File: src/rtl/ccm_pkg.sv
// ----------------------------------------------------------------------------
// ccm_pkg: shared definitions for the covariance / correlation matrix core
// Widths, status codes, register indexes, sequencer states and the control
// structs that pass between the sequencer and the shared divider.
// ----------------------------------------------------------------------------
package ccm_pkg;

    localparam int MAX_SERIES  = 8;
    localparam int MAX_SAMPLES = 256;

    localparam int SER_W  = $clog2(MAX_SERIES);
    localparam int IDX_W  = $clog2(MAX_SAMPLES);
    localparam int CNT_W  = $clog2(MAX_SAMPLES + 1);
    localparam int SMP_W  = 24;
    localparam int SUM_W  = SMP_W + IDX_W;
    localparam int DIFF_W = SMP_W + 1;
    localparam int PROD_W = 2 * DIFF_W;
    localparam int ACC_W  = PROD_W + IDX_W;
    localparam int VOL_W  = ACC_W / 2;
    localparam int FRAC_SHIFT = 40;
    localparam int NUM_W  = ACC_W + FRAC_SHIFT;
    localparam int STEP_W = $clog2(NUM_W + 1);
    localparam int OUT_W  = 48;
    localparam int STAT_W = 3;
    localparam int CFG_IDX_W  = 1;
    localparam int CFG_DATA_W = 4;

    localparam logic [STAT_W-1:0] STAT_OK       = 3'd0;
    localparam logic [STAT_W-1:0] STAT_SHORT    = 3'd1;
    localparam logic [STAT_W-1:0] STAT_MISMATCH = 3'd2;
    localparam logic [STAT_W-1:0] STAT_OVERFLOW = 3'd3;
    localparam logic [STAT_W-1:0] STAT_ZEROVAR  = 3'd4;

    localparam logic [CFG_IDX_W-1:0] CFG_MODE   = 1'd0;
    localparam logic [CFG_IDX_W-1:0] CFG_SERIES = 1'd1;

    typedef enum logic [4:0] {
        ST_IDLE,
        ST_CHECK,
        ST_MSUM,
        ST_MDIV,
        ST_MWAIT,
        ST_CRDX,
        ST_CRDY,
        ST_CMUL,
        ST_CACC,
        ST_CDIV,
        ST_CWAIT,
        ST_SRD,
        ST_SLD,
        ST_SWAIT,
        ST_ERD,
        ST_ELD,
        ST_ECALC,
        ST_EWAIT
    } state_t;

    typedef struct packed {
        logic              start;
        logic [STEP_W-1:0] steps;
    } div_ctl_t;

    typedef struct packed {
        logic done;
        logic ovf;
    } div_sts_t;

endpackage

File: src/rtl/ccm_div.sv
// ----------------------------------------------------------------------------
// ccm_div: shared unsigned restoring divider
// Takes one dividend bit per cycle from the top of a left-aligned dividend,
// for a given number of steps. Flags when a quotient bit is lost off the top.
// ----------------------------------------------------------------------------
module ccm_div (
    input  logic                       clk,
    input  logic                       rst_n,
    input  ccm_pkg::div_ctl_t          ctl,
    input  logic [ccm_pkg::NUM_W-1:0]  dividend,
    input  logic [ccm_pkg::ACC_W-1:0]  divisor,
    output ccm_pkg::div_sts_t          sts,
    output logic [ccm_pkg::ACC_W-1:0]  quotient
);

    logic                         busy_reg, busy_next;
    logic                         done_reg, done_next;
    logic [ccm_pkg::STEP_W-1:0]   step_reg, step_next;
    logic [ccm_pkg::NUM_W-1:0]    num_reg, num_next;
    logic [ccm_pkg::ACC_W-1:0]    den_reg, den_next;
    logic [ccm_pkg::ACC_W-1:0]    rem_reg, rem_next;
    logic [ccm_pkg::ACC_W-1:0]    quo_reg, quo_next;
    logic                         ovf_reg, ovf_next;
    logic [ccm_pkg::ACC_W:0]      trial;
    logic [ccm_pkg::ACC_W:0]      diff;
    logic                         fits;

    assign trial = {rem_reg, num_reg[ccm_pkg::NUM_W-1]};
    assign fits  = trial >= {1'b0, den_reg};
    assign diff  = trial - {1'b0, den_reg};

    always_comb
    begin
        busy_next = busy_reg;
        done_next = 1'b0;
        step_next = step_reg;
        num_next  = num_reg;
        den_next  = den_reg;
        rem_next  = rem_reg;
        quo_next  = quo_reg;
        ovf_next  = ovf_reg;
        if (ctl.start)
        begin
            busy_next = 1'b1;
            step_next = ctl.steps;
            num_next  = dividend;
            den_next  = divisor;
            rem_next  = '0;
            quo_next  = '0;
            ovf_next  = 1'b0;
        end
        else if (busy_reg)
        begin
            num_next  = {num_reg[ccm_pkg::NUM_W-2:0], 1'b0};
            rem_next  = fits ? diff[ccm_pkg::ACC_W-1:0] : trial[ccm_pkg::ACC_W-1:0];
            quo_next  = {quo_reg[ccm_pkg::ACC_W-2:0], fits};
            ovf_next  = ovf_reg | quo_reg[ccm_pkg::ACC_W-1];
            step_next = step_reg - ccm_pkg::STEP_W'(1);
            if (step_reg == ccm_pkg::STEP_W'(1))
            begin
                busy_next = 1'b0;
                done_next = 1'b1;
            end
        end
    end

    always_ff @(posedge clk or negedge rst_n)
    begin
        if (!rst_n)
        begin
            busy_reg <= 1'b0;
            done_reg <= 1'b0;
            step_reg <= '0;
        end
        else
        begin
            busy_reg <= busy_next;
            done_reg <= done_next;
            step_reg <= step_next;
        end
    end

    always_ff @(posedge clk)
    begin
        num_reg <= num_next;
        den_reg <= den_next;
        rem_reg <= rem_next;
        quo_reg <= quo_next;
        ovf_reg <= ovf_next;
    end

    assign sts.done = done_reg;
    assign sts.ovf  = ovf_reg;
    assign quotient = quo_reg;

endmodule

File: config.mk
export PLATFORM = sky130hd
export DESIGN_NAME = ccm_div
export DESIGN_NICKNAME = d
export VERILOG_FILES = /design/src/rtl/ccm_pkg.sv /design/src/rtl/ccm_div.sv
export SDC_FILE = /design/constraint.sdc
export NUM_CORES = 1
export LEC_CHECK = 0
export BUFFER_PORTS_ARGS = -buffer_cell sky130_fd_sc_hd__buf_2
export CORE_AREA = 2 2 164 166
export CTS_CLUSTER_DIAMETER = 30
export DETAILED_ROUTE_END_ITERATION = 8
export DIE_AREA = 0 0 166 168
export PLACE_DENSITY = 0.87
export SYNTH_ARGS = -nofsm -noshare
export SYNTH_HDL_FRONTEND = slang
export SYNTH_SLANG_ARGS = --single-unit
File: constraint.sdc
create_clock -name clk -period 3.8 [get_ports clk]
set_input_delay 0.38 -clock clk [delete_from_list [all_inputs] [get_ports clk]]
set_output_delay 0.38 -clock clk [all_outputs]
set_load 0.01 [all_outputs]
* Word-level counts from Yosys, hierarchy flattened
Cells that the tools add are included.
Word-level totals: register bits 282, output and inout bits 60
Cells by class: add/subtract/negate cells 2, magnitude comparators 1, equality and inequality tests 1, muxes and demuxes 11, bitwise operators 1, reduce and logical (&&, ||, !) cells 1
Operators with widths (number):
- 98-bit 2-to-1 mux | 2
- 59-bit by 58-bit >= comparator with 1-bit output | 1
- 58-bit 2-to-1 mux | 1
- 58-bit subtractor | 1
- 7-bit 2-to-1 mux | 2
- 7-bit by 1-bit == test with 1-bit output, second input constant | 1
- 7-bit by 1-bit subtractor with 7-bit output, second input constant | 1
- 1-bit 2-to-1 mux | 6
- 2-bit nonzero test | 1
- 1-bit bitwise OR | 1

* Longest topological paths before layout
depth after elaboration 4, mapped depth 14

* Worst setup path after synthesis
Ideal clock, no wire load.
path kind input-to-reg, start in ctl[7] in the netlist's numbering, end reg num_reg[0] in the netlist's numbering, enable pin, arrival time 2787 ps, setup slack 562 ps, stages on the path 4, cells stage by stage clkbuf_1 -> nor2_1 -> clkbuf_1 -> inv_1
Between the ends: cells in the longest elaborated chain, start to end 1
Ends and longest elaborated chain:
- from (decl) | RTL line ccm_div.sv:9 | input ccm_pkg::div_ctl_t ctl,
- 2-bit nonzero test (no source line)
- to (signal assigned) | RTL line ccm_div.sv:85 | num_reg <= num_next;
- to (decl) | RTL line ccm_div.sv:19 | logic [ccm_pkg::NUM_W-1:0] num_reg, num_next;
Every way passes these cells. A chain may end at the register's enable or synchronous reset.

* Worst setup path after layout
start reg num_reg[97] in the netlist's numbering, end reg rem_reg[54] in the netlist's numbering
Between the ends: cells in the longest elaborated chain, start to end 2, elaborated cells on any way between the ends 3, classes of those cells add/sub (1); order compare (1); mux (1)
Ends and longest elaborated chain:
- 58-bit subtractor / 59-bit by 58-bit >= comparator with 1-bit output (equally long branches) | RTL line ccm_div.sv:30, ccm_div.sv:29
- 58-bit 2-to-1 mux (*) | RTL line ccm_div.sv:55 | rem_next = fits ? diff[ccm_pkg::ACC_W-1:0] : trial[ccm_pkg::ACC_W-1:0];
- to (signal assigned) | RTL line ccm_div.sv:87 | rem_reg <= rem_next;
- to (decl) | RTL line ccm_div.sv:21 | logic [ccm_pkg::ACC_W-1:0] rem_reg, rem_next;
Every way passes the cells marked *; elsewhere a longest branch is shown, timed or not.

==> impl_metrics.tcl <==
set metrics [dict create \
    status "finished clean" \
    ys_seq_area_share_pct 48.7 \
    vias 11800 \
    grt_pass1_wl_mm 63.0 \
    fill_cells 1764 \
    post-route-drc-count 0 \
    clock_skew_ps 22.4 \
    die_y_um 168 \
    hold_path.class "in -> reg" \
    overflow 0 \
    multiInputGateArea_um2 6940 \
    tns_ps 0 \
    numCtsBuffers 67 \
    final_max_slew_viol_count 0 \
    dieArea_um2 27900 \
    fin_crit_sh_pct 94.4 \
    synth_edf_count 156 \
    post-cts-setup-buffers 0 \
    htreeDepth 3 \
    totalWireLength_mm 39.3 \
    layout_min_cycle_time_ps 3590 \
    grt_use_total_pct 27.7 \
    reg2reg_to "rem_reg[54]$_SDFFE_PP0P_" \
    drt_iter0_markers 963 \
    arrival_ps 4060 \
    largest_reg_flops 98 \
    clk_latency_ps 560 \
    area_growth_syn_to_layout_pct 27.8 \
    worst_ep_required_time_ps 4270 \
    place_congestion 0.914 \
    critical_path_class "reg -> reg" \
    hold_start "divisor[24]" \
    r2r_start "num_reg[97]$_DFFE_PP_" \
    seqCellArea_um2 7260 \
    firstDrtPassIters 5 \
    ir_drop_mv 0.655 \
    synth_seq_cells 282 \
    hold_viol_final 0 \
    crit_fanout 3 \
    synthTopCellsByArea "edfxtp_1, dfxtp_1, mux2_2" \
    synth_area_um2 14900 \
    grt_antenna_before_repair 5 \
    setup_viol 0 \
    worstHoldEndpoint "den_reg[24]$_DFFE_PP_" \
    wl_per_cell_um 19.1 \
    final_common_cell "buf_2" \
    ant_nets 0 \
    ctsResizeCount 0 \
    core_um2 26400 \
    clk_pin_slew_ps 50 \
    rsz0062_at_grt "no" \
    r2r_cells 14 \
    slew_headroom_pct 33.8 \
    max_slew.worst_pin.slew_ps 993 \
    p_leak_nw 8.50 \
    synthCells 1400 \
    max_cap_viol_count 0 \
    cts_tree "built" \
    clock-sinks 282 \
    synth_cell_types 77 \
    synth_top_area_cell "edfxtp_1" \
    syn-num-nets 1627 \
    cts_root_buffer "clkbuf_16" \
    hold_path_depth 1 \
    max_freq_mhz 279 \
    drive_gt1_share_pct 28.2 \
    hold_buffers 33 \
    ios 226 \
    via_per_inst 5.75 \
    grt_pass1_vias 12400 \
    grt_max_degree 169 \
    avgSynthCellArea_um2 10.6 \
    setup.worst_path.end_class "register" \
    final_cell_mix "buf_2, nor2_1, edfxtp_1" \
    rows 60 \
    reg2reg_slack_ps 210 \
    synth_warnings 0 \
    powerDensity_nw_per_um2 659 \
    synthArstFlopShare_pct 3.19 \
    hpwl_mm 24.4 \
    synthFlopType "edfxtp_1" \
    die_x_um 166 \
    finish.utilization_pct 72.2 \
    cts_max_path_buffers 3 \
    initial_core_util_pct 56.5 \
    yosysTopAreaCellShare_pct 31.5 \
    port_buffers 225 \
    start_kind "register" \
    nets 1880 \
]
## kinds of logic after synthesis
logic type / synth area share [%]
AO/OA/AOI/OAI: 13.8
adder cells (fa/ha/maj): 5.18
multiplexers: 13.7
flip-flops: 48.7
buffers and inverters: 4.61
AND/OR/NAND/NOR: 10.6
XOR/XNOR: 3.36
## metal layers
metal / global-route usage (%) / routed length [µm]
met1: 31.5 / 15400
met2: 49.0 / 19700
met3: 7.80 / 2910
met4: 11.8 / 1390
met5: 0 / 11
## worst max path at each step
stage / from / endpoint / cells past startpoint
after CTS: num_reg[97]$_DFFE_PP_ / rem_reg[54]$_SDFFE_PP0P_ / 14
after detailed placement: num_reg[97]$_DFFE_PP_ / rem_reg[54]$_SDFFE_PP0P_ / 14
after global placement: num_reg[97]$_DFFE_PP_ / rem_reg[54]$_SDFFE_PP0P_ / 14
after global routing: num_reg[97]$_DFFE_PP_ / rem_reg[42]$_SDFFE_PP0P_ / 14
after floorplan: ctl[7] / num_reg[0]$_SDFFCE_PN0P_ / 4
final: num_reg[97]$_DFFE_PP_ / rem_reg[54]$_SDFFE_PP0P_ / 14
## cell type report
cell class	count	share of cell area [%]
Antenna cell	4	0.0526
Clock buffer	91	10.4
Clock inverter	33	2.50
Inverter	75	1.49
Multi-Input combinational cell	954	36.5
Sequential cell	282	38.2
Tap cell	341	2.24
Timing Repair Buffer	273	8.62
## metrics by stage
stage	instances	total power (W)	hold slack, ps	area (µm²)	setup slack, ps
floorplan	1400	0.00576	84.4	14900	562
global placement	1888	0.00626	238	16200	406
detailed placement	1888	0.00634	243	16200	243
CTS	2045	0.0125	0.858	19000	226
global route	2053	0.0130	0.0260	19000	25.1
finish	2053	0.0125	14.2	19000	211
## cell usage after synthesis, drive strengths merged, types with 2 or more instances
| cell type | instances |
|---|---|
| nand2b | 5 |
| buf | 27 |
| and2 | 4 |
| and3 | 6 |
| nor2 | 156 |
| a221o | 2 |
| mux2 | 97 |
| and4 | 2 |
| a211oi | 43 |
| xnor2 | 42 |
| o21ai | 51 |
| a211o | 3 |
| o211ai | 6 |
| a311oi | 10 |
| dfrtp | 9 |
| nand4 | 31 |
| or3 | 3 |
| o2111ai | 4 |
| inv | 75 |
| xor2 | 15 |
| o41ai | 3 |
| a21oi | 85 |
| nand3 | 19 |
| o21bai | 14 |
| o31a | 2 |
| ha | 60 |
| o31ai | 4 |
| nor2b | 8 |
| a31o | 3 |
| edfxtp | 156 |
| a22oi | 2 |
| clkbuf | 62 |
| a31oi | 7 |
| nand3b | 2 |
| nor4 | 3 |
| o21a | 7 |
| a21boi | 6 |
| nor3 | 15 |
| dfxtp | 117 |
| o311ai | 2 |
| or2 | 2 |
| mux2i | 94 |
| nand2 | 92 |
| o211a | 2 |
| a21o | 28 |
## report_power, final
part / leakage, nW / internal, W / switching [W]
sequential: 2.66 / 0.00359 / 0.000203
combinational: 4.66 / 0.00112 / 0.00149
clock: 1.18 / 0.00424 / 0.00188
total: 8.50 / 0.00896 / 0.00357
## critical path: stages (launching register included)
cell	delay [ps]
edfxtp_1	400
inv_1	90
ha_1	190
inv_1	60
fa_1	400
a21o_1	230
a221o_1	390
o2111ai_2	240
a22oi_1	200
a31oi_2	340
nor2_1	90
o41ai_2	430
o31a_1	190
nand4_1	100
a31oi_1	180
No activity file was read; power rests on OpenSTA's default activity.
